### config.mk
export PLATFORM = sky130hd
export DESIGN_NAME = moving_average_level_smoother
export DESIGN_NICKNAME = d
export VERILOG_FILES = /design/src/mals_pkg.sv /design/src/mals_cell.sv /design/src/mals_round.sv /design/src/moving_average_level_smoother.sv
export SDC_FILE = /design/constraint.sdc
export NUM_CORES = 1
export LEC_CHECK = 0
export ABC_AREA = 1
export BUFFER_PORTS_ARGS = -buffer_cell sky130_fd_sc_hd__clkbuf_2
export CAP_MARGIN = 10
export CORE_MARGIN = 2
export CORE_UTILIZATION = 44
export DETAILED_ROUTE_END_ITERATION = 10
export MAX_ROUTING_LAYER = met4
export RECOVER_POWER = 100
export SLEW_MARGIN = 20
export SYNTH_ARGS = -nofsm -noshare
export SYNTH_HDL_FRONTEND = slang
export SYNTH_SLANG_ARGS = --single-unit
### constraint.sdc
create_clock -name clock -period 10.95 [get_ports clock]
set_input_delay 2.19 -clock clock [delete_from_list [all_inputs] [get_ports clock]]
set_output_delay 2.19 -clock clock [all_outputs]
set_load 0.01 [all_outputs]
### src/mals_pkg.sv
`timescale 1ns / 1ps
`default_nettype none
// ----------------------------------------------------------------------------
// Moving average level smoother package
// Shared widths, register codes, divider constants and the cell control type.
// ----------------------------------------------------------------------------
package mals_pkg;

   // Window length and field widths.
   localparam int WINDOW_LENGTH = 10;
   localparam int SAMPLE_W      = 8;
   localparam int LEVEL_W       = 7;
   localparam int TIME_W        = 32;
   localparam int INTERVAL_W    = 20;
   localparam int CSR_ADDR_W    = 3;
   localparam int CSR_DATA_W    = 32;

   // Running total: enough bits for WINDOW_LENGTH samples of either sign.
   localparam int TOTAL_W = SAMPLE_W + $clog2(WINDOW_LENGTH);
   localparam int MAG_W   = TOTAL_W;

   // Rounded division by a reciprocal: floor((2*m + N) / (2*N)) is computed
   // exactly as (x * DIV_RECIP) >> DIV_SHIFT for every x below 2**DIV_XW.
   localparam int DIV_D     = 2 * WINDOW_LENGTH;
   localparam int DIV_XW    = TOTAL_W + 2;
   localparam int DIV_L     = $clog2(DIV_D);
   localparam int DIV_SHIFT = DIV_XW + DIV_L;
   localparam int DIV_RW    = DIV_XW + 1;
   localparam int DIV_PW    = DIV_XW + DIV_RW;
   localparam int DIV_QW    = DIV_PW - DIV_SHIFT;
   localparam logic [DIV_RW-1:0] DIV_RECIP =
      DIV_RW'(((64'd1 << DIV_SHIFT) + 64'(DIV_D) - 64'd1) / 64'(DIV_D));

   // Register reset values.
   localparam logic [INTERVAL_W-1:0] INTERVAL_RESET  = INTERVAL_W'(10000);
   localparam logic [LEVEL_W-1:0]    LEVEL_MAX_RESET = LEVEL_W'(5);

   // Register index codes, taken from the word address.
   localparam logic CSR_IDX_INTERVAL  = 1'b0;
   localparam logic CSR_IDX_LEVEL_MAX = 1'b1;

   // Per-beat command to every cell of the sample chain.
   typedef struct packed {
      logic fill;   // load the incoming sample into every cell
      logic shift;  // take the neighbour's sample, or the new one at cell 0
   } cell_ctrl_type;

endpackage
`default_nettype wire

### src/mals_cell.sv
`timescale 1ns / 1ps
`default_nettype none
// ----------------------------------------------------------------------------
// Sample window cell
// Holds one window sample; fills from the new sample or shifts from its neighbour.
// ----------------------------------------------------------------------------
module mals_cell (
   input  wire logic                           clock,
   input  wire mals_pkg::cell_ctrl_type        ctrl,
   input  wire logic [mals_pkg::SAMPLE_W-1:0]  fill_sample,
   input  wire logic [mals_pkg::SAMPLE_W-1:0]  shift_in,
   output logic      [mals_pkg::SAMPLE_W-1:0]  sample_out
);

   logic [mals_pkg::SAMPLE_W-1:0] sample_ff;
   logic [mals_pkg::SAMPLE_W-1:0] sample_in;

   always_comb begin
      priority if (ctrl.fill) begin
         sample_in = fill_sample;
      end else if (ctrl.shift) begin
         sample_in = shift_in;
      end else begin
         sample_in = sample_ff;
      end
   end

   // Payload only: the window is always filled before it is read.
   always_ff @(posedge clock) begin
      sample_ff <= sample_in;
   end

   assign sample_out = sample_ff;

endmodule
`default_nettype wire

### src/mals_round.sv
`timescale 1ns / 1ps
`default_nettype none
// ----------------------------------------------------------------------------
// Rounding divider and clamp
// Divides the window total by the window length, half away from zero, and clamps.
// ----------------------------------------------------------------------------
module mals_round (
   input  wire logic [mals_pkg::TOTAL_W-1:0] total,
   input  wire logic [mals_pkg::LEVEL_W-1:0] level_max,
   output logic      [mals_pkg::LEVEL_W-1:0] level
);

   logic                            neg;
   logic [mals_pkg::TOTAL_W:0]      tot_ext;
   logic [mals_pkg::TOTAL_W:0]      neg_ext;
   logic [mals_pkg::MAG_W-1:0]      mag;
   logic [mals_pkg::DIV_XW-1:0]     num;
   logic [mals_pkg::DIV_PW-1:0]     prod;
   logic [mals_pkg::DIV_QW-1:0]     quo;

   // Work on the magnitude; the extra bit keeps the most negative total exact.
   assign neg     = total[mals_pkg::TOTAL_W-1];
   assign tot_ext = {total[mals_pkg::TOTAL_W-1], total};
   assign neg_ext = -tot_ext;
   assign mag     = neg ? neg_ext[mals_pkg::MAG_W-1:0] : total;

   assign num  = mals_pkg::DIV_XW'({mag, 1'b0}) + mals_pkg::DIV_XW'(mals_pkg::WINDOW_LENGTH);
   assign prod = mals_pkg::DIV_PW'(num) * mals_pkg::DIV_PW'(mals_pkg::DIV_RECIP);
   assign quo  = prod[mals_pkg::DIV_PW-1:mals_pkg::DIV_SHIFT];

   // A negative total rounds to zero or below, so it always clamps to zero.
   always_comb begin
      priority if (neg) begin
         level = '0;
      end else if (quo > mals_pkg::DIV_QW'(level_max)) begin
         level = level_max;
      end else begin
         level = quo[mals_pkg::LEVEL_W-1:0];
      end
   end

endmodule
`default_nettype wire

### src/moving_average_level_smoother.sv
`timescale 1ns / 1ps
`default_nettype none
// ----------------------------------------------------------------------------
// Moving average level smoother
// Boxcar average over a window of level samples, refilled after a time gap.
// ----------------------------------------------------------------------------
//
//   Channel   Direction  Handshake            Payload
//   req_      in         req_valid/req_ready  req_sample (s8), req_now_ms (u32)
//   rsp_      out        rsp_valid/rsp_ready  rsp_level (u7)
//   APB       in/out     psel/penable/pready  refill interval at 0x0, level max at 0x4
//
// One beat can be accepted in every cycle unless a stalled result and a beat
// in the middle stage hold both stages. The total is registered as the beat
// is taken; the middle stage turns it into a level, which the output register
// holds until it leaves. The running total is updated once per accepted beat.
// Reset is synchronous and active high; it clears the total, the refill mark
// and the window-ready flag, so the first beat after reset refills the window.
// A stalled result holds in the output register while one more beat waits in
// the middle stage; req_ready only drops when both are occupied.
//
// Structure: the window is a chain of cells that shifts by one on each beat.
// The cell at the far end holds the oldest sample, which leaves the total as
// the new sample enters it. A refill loads the new sample into every cell and
// sets the total to sample times the window length. The middle stage then
// divides the total by the window length with a reciprocal multiply, rounds
// half away from zero and clamps to the programmed maximum.
// ----------------------------------------------------------------------------
module moving_average_level_smoother (
   input  wire logic                             clock,
   input  wire logic                             reset,

   input  wire logic                             req_valid,
   output logic                                  req_ready,
   input  wire logic signed [mals_pkg::SAMPLE_W-1:0] req_sample,
   input  wire logic [mals_pkg::TIME_W-1:0]      req_now_ms,

   output logic                                  rsp_valid,
   input  wire logic                             rsp_ready,
   output logic      [mals_pkg::LEVEL_W-1:0]     rsp_level,

   input  wire logic                             psel,
   input  wire logic                             penable,
   input  wire logic                             pwrite,
   input  wire logic [mals_pkg::CSR_ADDR_W-1:0]  paddr,
   input  wire logic [mals_pkg::CSR_DATA_W-1:0]  pwdata,
   output logic      [mals_pkg::CSR_DATA_W-1:0]  prdata,
   output logic                                  pready
);

   // ------------------------------------------------------------------
   // Configuration registers
   // ------------------------------------------------------------------
   logic [mals_pkg::INTERVAL_W-1:0] interval_ff,  interval_in;
   logic [mals_pkg::LEVEL_W-1:0]    level_max_ff, level_max_in;
   logic                            csr_write;
   logic                            csr_index;

   assign pready    = 1'b1;
   assign csr_write = psel && penable && pwrite && pready;
   assign csr_index = paddr[2];

   always_comb begin
      interval_in  = interval_ff;
      level_max_in = level_max_ff;
      if (csr_write) begin
         unique case (csr_index)
            mals_pkg::CSR_IDX_INTERVAL: begin
               interval_in = pwdata[mals_pkg::INTERVAL_W-1:0];
            end
            mals_pkg::CSR_IDX_LEVEL_MAX: begin
               level_max_in = pwdata[mals_pkg::LEVEL_W-1:0];
            end
            default: begin
               interval_in = interval_ff;
            end
         endcase
      end
   end

   always_comb begin
      unique case (csr_index)
         mals_pkg::CSR_IDX_INTERVAL: begin
            prdata = mals_pkg::CSR_DATA_W'(interval_ff);
         end
         mals_pkg::CSR_IDX_LEVEL_MAX: begin
            prdata = mals_pkg::CSR_DATA_W'(level_max_ff);
         end
         default: begin
            prdata = '0;
         end
      endcase
   end

   always_ff @(posedge clock) begin
      if (reset) begin
         interval_ff  <= mals_pkg::INTERVAL_RESET;
         level_max_ff <= mals_pkg::LEVEL_MAX_RESET;
      end else begin
         interval_ff  <= interval_in;
         level_max_ff <= level_max_in;
      end
   end

   // ------------------------------------------------------------------
   // Pipeline flow control
   // ------------------------------------------------------------------
   logic s1_valid_ff, s1_valid_in;
   logic rsp_valid_ff, rsp_valid_in;
   logic out_adv;
   logic accept;

   // The output register can take a new level when empty or being drained;
   // the middle stage can take a beat when empty or moving on.
   assign out_adv   = !rsp_valid_ff || rsp_ready;
   assign req_ready = !s1_valid_ff || out_adv;
   assign accept    = req_valid && req_ready;

   assign s1_valid_in  = accept ? 1'b1 : (out_adv ? 1'b0 : s1_valid_ff);
   assign rsp_valid_in = out_adv ? s1_valid_ff : rsp_valid_ff;

   // ------------------------------------------------------------------
   // Window state: refill decision and running total
   // ------------------------------------------------------------------
   logic [mals_pkg::TIME_W-1:0]   mark_ff, mark_in;
   logic                          ready_ff, ready_in;
   logic [mals_pkg::TOTAL_W-1:0]  total_ff, total_in;
   logic [mals_pkg::TIME_W-1:0]   elapsed;
   logic                          expire;
   logic                          refill;
   logic [mals_pkg::SAMPLE_W-1:0] sample_u;
   logic [mals_pkg::TOTAL_W-1:0]  sample_ext;
   logic [mals_pkg::TOTAL_W-1:0]  oldest_ext;
   logic [mals_pkg::TOTAL_W-1:0]  sum_total;
   logic [mals_pkg::TOTAL_W-1:0]  fill_total;
   mals_pkg::cell_ctrl_type       cell_ctrl;
   logic [mals_pkg::SAMPLE_W-1:0] cell_sample [mals_pkg::WINDOW_LENGTH];

   // Elapsed time wraps with the millisecond counter.
   assign elapsed = req_now_ms - mark_ff;
   assign expire  = elapsed > mals_pkg::TIME_W'(interval_ff);
   assign refill  = expire || !ready_ff;

   assign sample_u   = $unsigned(req_sample);
   assign sample_ext = {{(mals_pkg::TOTAL_W - mals_pkg::SAMPLE_W){sample_u[mals_pkg::SAMPLE_W-1]}},
                        sample_u};
   assign oldest_ext =
      {{(mals_pkg::TOTAL_W - mals_pkg::SAMPLE_W)
        {cell_sample[mals_pkg::WINDOW_LENGTH-1][mals_pkg::SAMPLE_W-1]}},
       cell_sample[mals_pkg::WINDOW_LENGTH-1]};
   assign sum_total  = total_ff + sample_ext - oldest_ext;
   assign fill_total = sample_ext * mals_pkg::TOTAL_W'(mals_pkg::WINDOW_LENGTH);

   assign cell_ctrl.fill  = accept && refill;
   assign cell_ctrl.shift = accept && !refill;

   always_comb begin
      mark_in  = mark_ff;
      ready_in = ready_ff;
      total_in = total_ff;
      if (accept) begin
         if (expire) begin
            mark_in = req_now_ms;
         end
         if (refill) begin
            total_in = fill_total;
            ready_in = 1'b1;
         end else begin
            total_in = sum_total;
         end
      end
   end

   always_ff @(posedge clock) begin
      if (reset) begin
         mark_ff      <= '0;
         ready_ff     <= 1'b0;
         total_ff     <= '0;
         s1_valid_ff  <= 1'b0;
         rsp_valid_ff <= 1'b0;
      end else begin
         mark_ff      <= mark_in;
         ready_ff     <= ready_in;
         total_ff     <= total_in;
         s1_valid_ff  <= s1_valid_in;
         rsp_valid_ff <= rsp_valid_in;
      end
   end

   // The chain of cells: cell 0 takes the new sample, the last cell holds
   // the oldest one.
   for (genvar k = 0; k < mals_pkg::WINDOW_LENGTH; k++) begin : g_cell
      if (k == 0) begin : g_head
         mals_cell u_cell (
            .clock       (clock),
            .ctrl        (cell_ctrl),
            .fill_sample (sample_u),
            .shift_in    (sample_u),
            .sample_out  (cell_sample[k])
         );
      end else begin : g_body
         mals_cell u_cell (
            .clock       (clock),
            .ctrl        (cell_ctrl),
            .fill_sample (sample_u),
            .shift_in    (cell_sample[k-1]),
            .sample_out  (cell_sample[k])
         );
      end
   end

   // ------------------------------------------------------------------
   // Division, rounding and clamp; output register
   // ------------------------------------------------------------------
   // While the middle stage holds a beat the total cannot move, because no
   // new beat is accepted until that beat has gone on, so the total register
   // doubles as the middle stage's payload.
   logic [mals_pkg::LEVEL_W-1:0] level_calc;
   logic [mals_pkg::LEVEL_W-1:0] rsp_level_ff, rsp_level_in;

   mals_round u_round (
      .total     (total_ff),
      .level_max (level_max_ff),
      .level     (level_calc)
   );

   assign rsp_level_in = (out_adv && s1_valid_ff) ? level_calc : rsp_level_ff;

   always_ff @(posedge clock) begin
      rsp_level_ff <= rsp_level_in;
   end

   assign rsp_valid = rsp_valid_ff;
   assign rsp_level = rsp_level_ff;

`ifndef ASSERT_OFF
   // A beat in the middle stage behind a stalled result blocks the input.
   a_stall_blocks_input: assert property (@(posedge clock) disable iff (reset)
      (s1_valid_ff && rsp_valid_ff && !rsp_ready) |-> !req_ready)
      else $error("input accepted while both pipeline stages are held");

   // A beat leaving the middle stage lands in the output register.
   a_middle_to_output: assert property (@(posedge clock) disable iff (reset)
      (s1_valid_ff && out_adv) |=> rsp_valid_ff)
      else $error("middle stage beat lost on its way to the output");

   // Any accepted beat leaves the window filled and ready.
   a_accept_makes_ready: assert property (@(posedge clock) disable iff (reset)
      accept |=> ready_ff)
      else $error("window not ready after an accepted beat");

   // A refill beat always enters the middle stage with a filled window total.
   a_refill_total: assert property (@(posedge clock) disable iff (reset)
      (accept && refill) |=> (s1_valid_ff && total_ff == $past(fill_total)))
      else $error("refill did not load the scaled sample into the total");
`endif

endmodule
`default_nettype wire

# Word level (Yosys, flattened, before mapping)
# Index checks and enable logic that the tools add are counted.
[word_totals]
in_bits = 82
out_inout_bits = 42
elab_cells = 73
ff_bits = 161
[classes]
n_lt_le_gt_ge = 2
add_sub_neg = 5
reduce_logical = 19
mux = 26
n_mul = 2
n_bitwise = 1
[op_table]
columns = ["op", "n"]
rows = [
  ["2-to-1 mux 8 bit", 20],
  ["case mux 32 bit (2 select lines)", 1],
  ["> comparator 32 x 20 -> 1 bit", 1],
  ["subtractor 32 bit", 1],
  ["multiplier 14 x 15 -> 29 bit, second input constant", 1],
  ["2-to-1 mux 12 bit", 2],
  ["adder 13 x 4 -> 14 bit, second input constant", 1],
  ["adder 12 bit", 1],
  ["multiplier 12 x 3 -> 11 bit, second input constant", 1],
  ["negation 12 bit", 1],
  ["subtractor 12 bit", 1],
  ["> comparator 10 x 7 -> 1 bit", 1],
  ["AND reduction 2 bit", 4],
  ["2-to-1 mux 7 bit", 1],
  ["logical AND 1 bit", 6],
  ["zero test 1 bit", 4],
  ["nonzero test 2 bit", 2],
  ["logical OR 1 bit", 3],
  ["2-to-1 mux 1 bit", 2],
  ["inverter 1 bit", 1],
]

# Depth between registers and ports, before layout
[depth]
ltp_word = 7
ltp_mapped = 48
ltp_nobuf = 47

# By module
# From an unflattened synthesis, not the netlist that was laid out.
[hier_totals]
cells_unflattened = 2209
area_unflattened_um2 = 15815.2
[by_module_without_submodules]
columns = ["module", "area_each_um2", "cells_each", "instances", "seq_area_each_um2"]
rows = [
  ["moving_average_level_smoother", 7687.4, 1220, 1, 1691.6],
  ["mals_round", 4611.9, 639, 1, 0.0],
  ["mals_cell", 351.6, 35, 10, 240.2],
]

# Least setup slack after synthesis
# OpenSTA, ideal clock, no wires.
[synth_path]
kind = "reg2reg"
start = "register total_ff[0] (netlist name)"
end = "register rsp_level_ff, in the netlist rsp_level[4] (data pin)"
required_time_ns = 10.697
t_arrival_ns = 7.756
period_less_slack_ns = 8.010
path_buffers = 1
stages_incl_launch_ff = 48
setup_ns = 0.253
path_slack_ns = 2.940
cell_sequence = "dfxtp_1 inv_1 ha_1 nand2_1 nor2_1 inv_1 nand2_1 xor2_1 nand3_1 nand3b_1 nor3b_1 nand2_1 o21ai_0 inv_1 fa_1 xor2_1 ha_1 inv_1 [12 not listed] nand2_1 nand4_1 nand2_1 xor2_1 ha_1 nand2_1 inv_1 nand3_1 o21bai_1 nand3_1 a21oi_1 o21ai_0 nor2_1 nand3b_1 clkbuf_1 nand2_1 nand2_1 nor2_1"
[synth_via]
elab_chain_cells = 6
[synth_rtl]
columns = ["item", "line_no", "source"]
rows = [
  ["from (decl)", "moving_average_level_smoother.sv:127", "logic [mals_pkg::TOTAL_W-1:0] total_ff, total_in;"],
  ["from (signal assigned)", "moving_average_level_smoother.sv:184", "total_ff <= total_in;"],
  ["negation 12 bit", "mals_round.sv:24", "assign neg_ext = -tot_ext;"],
  ["2-to-1 mux 12 bit *", "mals_round.sv:25", "assign mag = neg ? neg_ext[mals_pkg::MAG_W-1:0] : total;"],
  ["adder 13 x 4 -> 14 bit *", "mals_round.sv:27", "assign num = mals_pkg::DIV_XW'({mag, 1'b0}) + mals_pkg::DIV_XW'(mals_pkg::WINDOW_LENGTH);"],
  ["multiplier 14 x 15 -> 29 bit *", "mals_round.sv:28", "assign prod = mals_pkg::DIV_PW'(num) * mals_pkg::DIV_PW'(mals_pkg::DIV_RECIP);"],
  ["> comparator 10 x 7 -> 1 bit", "mals_round.sv:35", "end else if (quo > mals_pkg::DIV_QW'(level_max)) begin"],
  ["2-to-1 mux 7 bit *", "mals_round.sv:35", ""],
  ["to (signal assigned)", "moving_average_level_smoother.sv:230", "rsp_level_ff <= rsp_level_in;"],
  ["to (decl)", "moving_average_level_smoother.sv:219", "logic [mals_pkg::LEVEL_W-1:0] rsp_level_ff, rsp_level_in;"],
]
# Mark *: on every way between the ends. The rest lies on a longest branch, timed or not.
# A chain may end at the register's enable or synchronous reset.

# Final worst setup path
[layout_path]
start = "register total_ff[11] (netlist name)"
end = "register rsp_level_ff, in the netlist rsp_level[6] (data pin)"
[layout_via]
elab_chain_cells = 6
[layout_rtl]
columns = ["item", "line_no"]
rows = [
  ["negation 12 bit", "mals_round.sv:24"],
  ["2-to-1 mux 12 bit", "mals_round.sv:25"],
  ["adder 13 x 4 -> 14 bit", "mals_round.sv:27"],
  ["multiplier 14 x 15 -> 29 bit", "mals_round.sv:28"],
  ["> comparator 10 x 7 -> 1 bit", "mals_round.sv:35"],
  ["2-to-1 mux 7 bit", "mals_round.sv:35"],
]
# Several ways; a longest one is shown, not always the timed one.

==> flow_summary.ini <==
[synthesis]
syn-cell-area_um2 = 14600
synth_edf_count = 87
async_flop_share_pct = 0
synth.avg_cell_area_um2 = 7.55
synth_common_cells = nand2_1 (522), inv_1 (379), ha_1 (190), a21oi_1 (131), nor2_1 (116)
post-synth-top-count-cell = nand2_1
ys_ff_latch = 161
synthCells = 1937
synthTopCellsByArea = edfxtp_1 (18%), ha_1 (16%), nand2_1 (13%)
synth_top_area_share_pct = 17.9
yosysWarnings = 0
synth_seq_area_share_pct = 28.0
synth_top_area_cell = edfxtp_1
ys.flop_type = edfxtp_1
synth_cell_types = 47

[floorplan]
die_height_um = 186
fp.dieW_um = 186
pin_count = 124
start_util_pct = 44.8
num_rows = 66
core_um2 = 32600
die-area_um2 = 34700

[critical_path]
crit_start = total_ff[11]
cpPeakStageDelay_ps = 560
cp.arrival_ps = 9350
critPathLaunchType = flop
r2r-end = rsp_level[6]
worst-setup-path-type = reg -> reg
cp.required_ps = 11150
r2r-start = total_ff[11]
crit_path_frequent_cell = inv_1
rrSetupSlack_ps = 1800
cp-endpoint = rsp_level[6]
endpoint_kind = flop
rr_worst_depth = 41
cp_slowest_cell = dfxtp_1
cp_max_fo = 14

[cells_and_area]
drive_above_1_share_pct = 5.35
num_antenna_cells = 0
design_area_um2 = 15900
area_growth_pct = 8.95
finalNonFillerCells = 2478
nets = 2361
n_fill_cell = 3260

[sta]
tns_ps = 0
maxSlewHeadroom_pct = -104
rsz0062_at_grt = false
slew_violations = 212
max_slew.worst_pin.slew_ps = 3050
fmax_mhz = 109
fin_crit_ps = 9150
period_share_pct = 83.6
finalHoldViolations = 0
setup-violations-final = 0
skew_ps = 9.64

[global_routing]
grtUsageTotal_pct = 20.6
grt_pass1_vias = 11200
grt_overflow = 0
grt_pass1_wl_mm = 55.1
grt_max_degree = 62
antenna_found_initial = 0

[routing]
drt.antenna.violating_nets = 0
dr_wl_met3_mm = 1.27
top_layer_used = met4
wl_met1_mm = 16.2
drt-total-wl_mm = 33.0
drt_iter0_markers = 621
wl_met2_mm = 15.2
drc = 0
first_pass_iters = 5
via_per_inst = 4.80
wl_per_cell_um = 13.3
via_count = 11900

[cts]
h-tree-depth = 4
insertion_delay_ps = 450
post_cts_buffers = 0
cts_sinks = 161
cts_tree = yes
clk_path_buf_depth = 2
cts.clk_slew.worst_paths_ps = 70
cts_buffers = 17
cts_resized = 0
root_buffer = clkbuf_16
hold_buffers = 0

[status]
status = finished, violations left
violations = capacitance limit, slew limit

[power_and_ir_drop]
ir_drop_uv = 199
power.switching_w = 0.00186
combPwrFrac_pct = 65.5
clockPowerShare_pct = 15.9
cellInternalPower_w = 0.00198
seqPwrFrac_pct = 18.6
powerDensity_nw_per_um2 = 241
swShare_pct = 48.4
p_total_w = 0.00384
p_leak_nw = 8.38

[worst_hold_path]
hold_path.class = reg -> reg
min_delay_path_depth = 2

[flow_run]
drv_cap = 4

[placed_design]
dp_hpwl_mm = 26.7
gp_congestion = 0.912
dpl_cell_area_um2 = 15400
dp_cells = 2446
io_buffers = 96
==> worst min path at each step <==
| stage | startpoint | slack (ps) | to |
|---|---|---|---|
| floorplan | mark_ff[2] | 430 | mark_ff[2] |
| global route | mark_ff[21] | 470 | mark_ff[21] |
| finish | mark_ff[20] | 460 | mark_ff[20] |
| CTS | mark_ff[20] | 460 | mark_ff[20] |
| global placement | mark_ff[24] | 440 | mark_ff[24] |
| detailed placement | mark_ff[20] | 450 | mark_ff[20] |
==> state kept, by name, indices dropped and copies added (netlist names) <==
register / count
g_cell.g_body.u_cell.sample_out: 72
g_cell.g_head.u_cell.sample_out: 8
interval_ff: 20
level_max_ff: 7
mark_ff: 32
ready_ff: 1
rsp_level: 7
rsp_valid: 1
s1_valid_ff: 1
total_ff: 12
==> worst max-delay path, delay by kind of cell (launching register included) <==
family	cells	cell delay, ps
simple gates	17	2470
compound gates	6	1110
fa+ha+maj	8	3200
xor+xnor	3	760
flops	1	560
buf+inv	7	770
==> placed cells by master, fill, tap and decap left out, types with 4 or more instances in the layout <==
master and instances:
clkbuf_1 43, fa_1 66, nor2_1 116, dfxtp_1 74, nor2_2 7, o21bai_1 4, xnor2_1 14, o21ai_1 16
ha_1 190, nand3b_1 4, nand4_1 14, conb_1 17, a31oi_1 9, inv_1 378, xor2_1 53, a21oi_1 131
o21ai_0 75, nand3_1 60, a21o_1 7, nor3_1 14, edfxtp_1 87, clkinv_4 4, clkbuf_16 17, nand2_1 529
clkbuf_2 57
==> power groups by stage <==
stage	Clock [W]	Combinational, W	Sequential, W
floorplan	0	0.00194	0.000728
global placement	0	0.00249	0.000726
detailed placement	0	0.00253	0.000727
CTS	0.000630	0.00255	0.000714
global route	0.000652	0.00295	0.000720
finish	0.000610	0.00252	0.000715
==> stage by stage <==
stage                     setup slack, ps  util (%)  hold slack (ps)
after floorplan                      2940         -              434
after global placement               1930      47.3              444
after detailed placement             1810      47.3              452
after CTS                            1770      49.2              461
after global routing                  917      48.8              473
final                                1800      48.8              458
==> per-layer routing <==
metal | vias to the layer above | global-route usage [%]
li1 | 6245 | -
met1 | 5428 | 27.8
met2 | 198 | 32.8
met3 | 23 | 3.04
met4 | 0 | 4.54
met5 | - | -
==> cell type report <==
type | count | area [µm²] | share of cell area, %
clock inverters | 13 | 145 | 0.911
multi-input cells | 1356 | 8770 | 55.1
inverters | 386 | 1450 | 9.11
well taps | 442 | 553 | 3.47
repair buffers | 101 | 454 | 2.85
flip-flops and latches | 161 | 4090 | 25.7
clock buffers | 19 | 453 | 2.84
==> cell families (layout without fill, tap and decap cells) <==
family | after synthesis | after routing | synth area share, %
AOI/OAI and AO/OA | 251 | 251 | 9.07
other | 2 | 17 | 0.0514
buffers and inverters | 435 | 519 | 12.1
adders and majority gates | 256 | 256 | 25.3
DFF | 161 | 161 | 28.0
and+or+nand+nor | 765 | 765 | 21.5
xor gates and xnor gates | 67 | 67 | 4.01
Power figures use the tool's default switching activity.
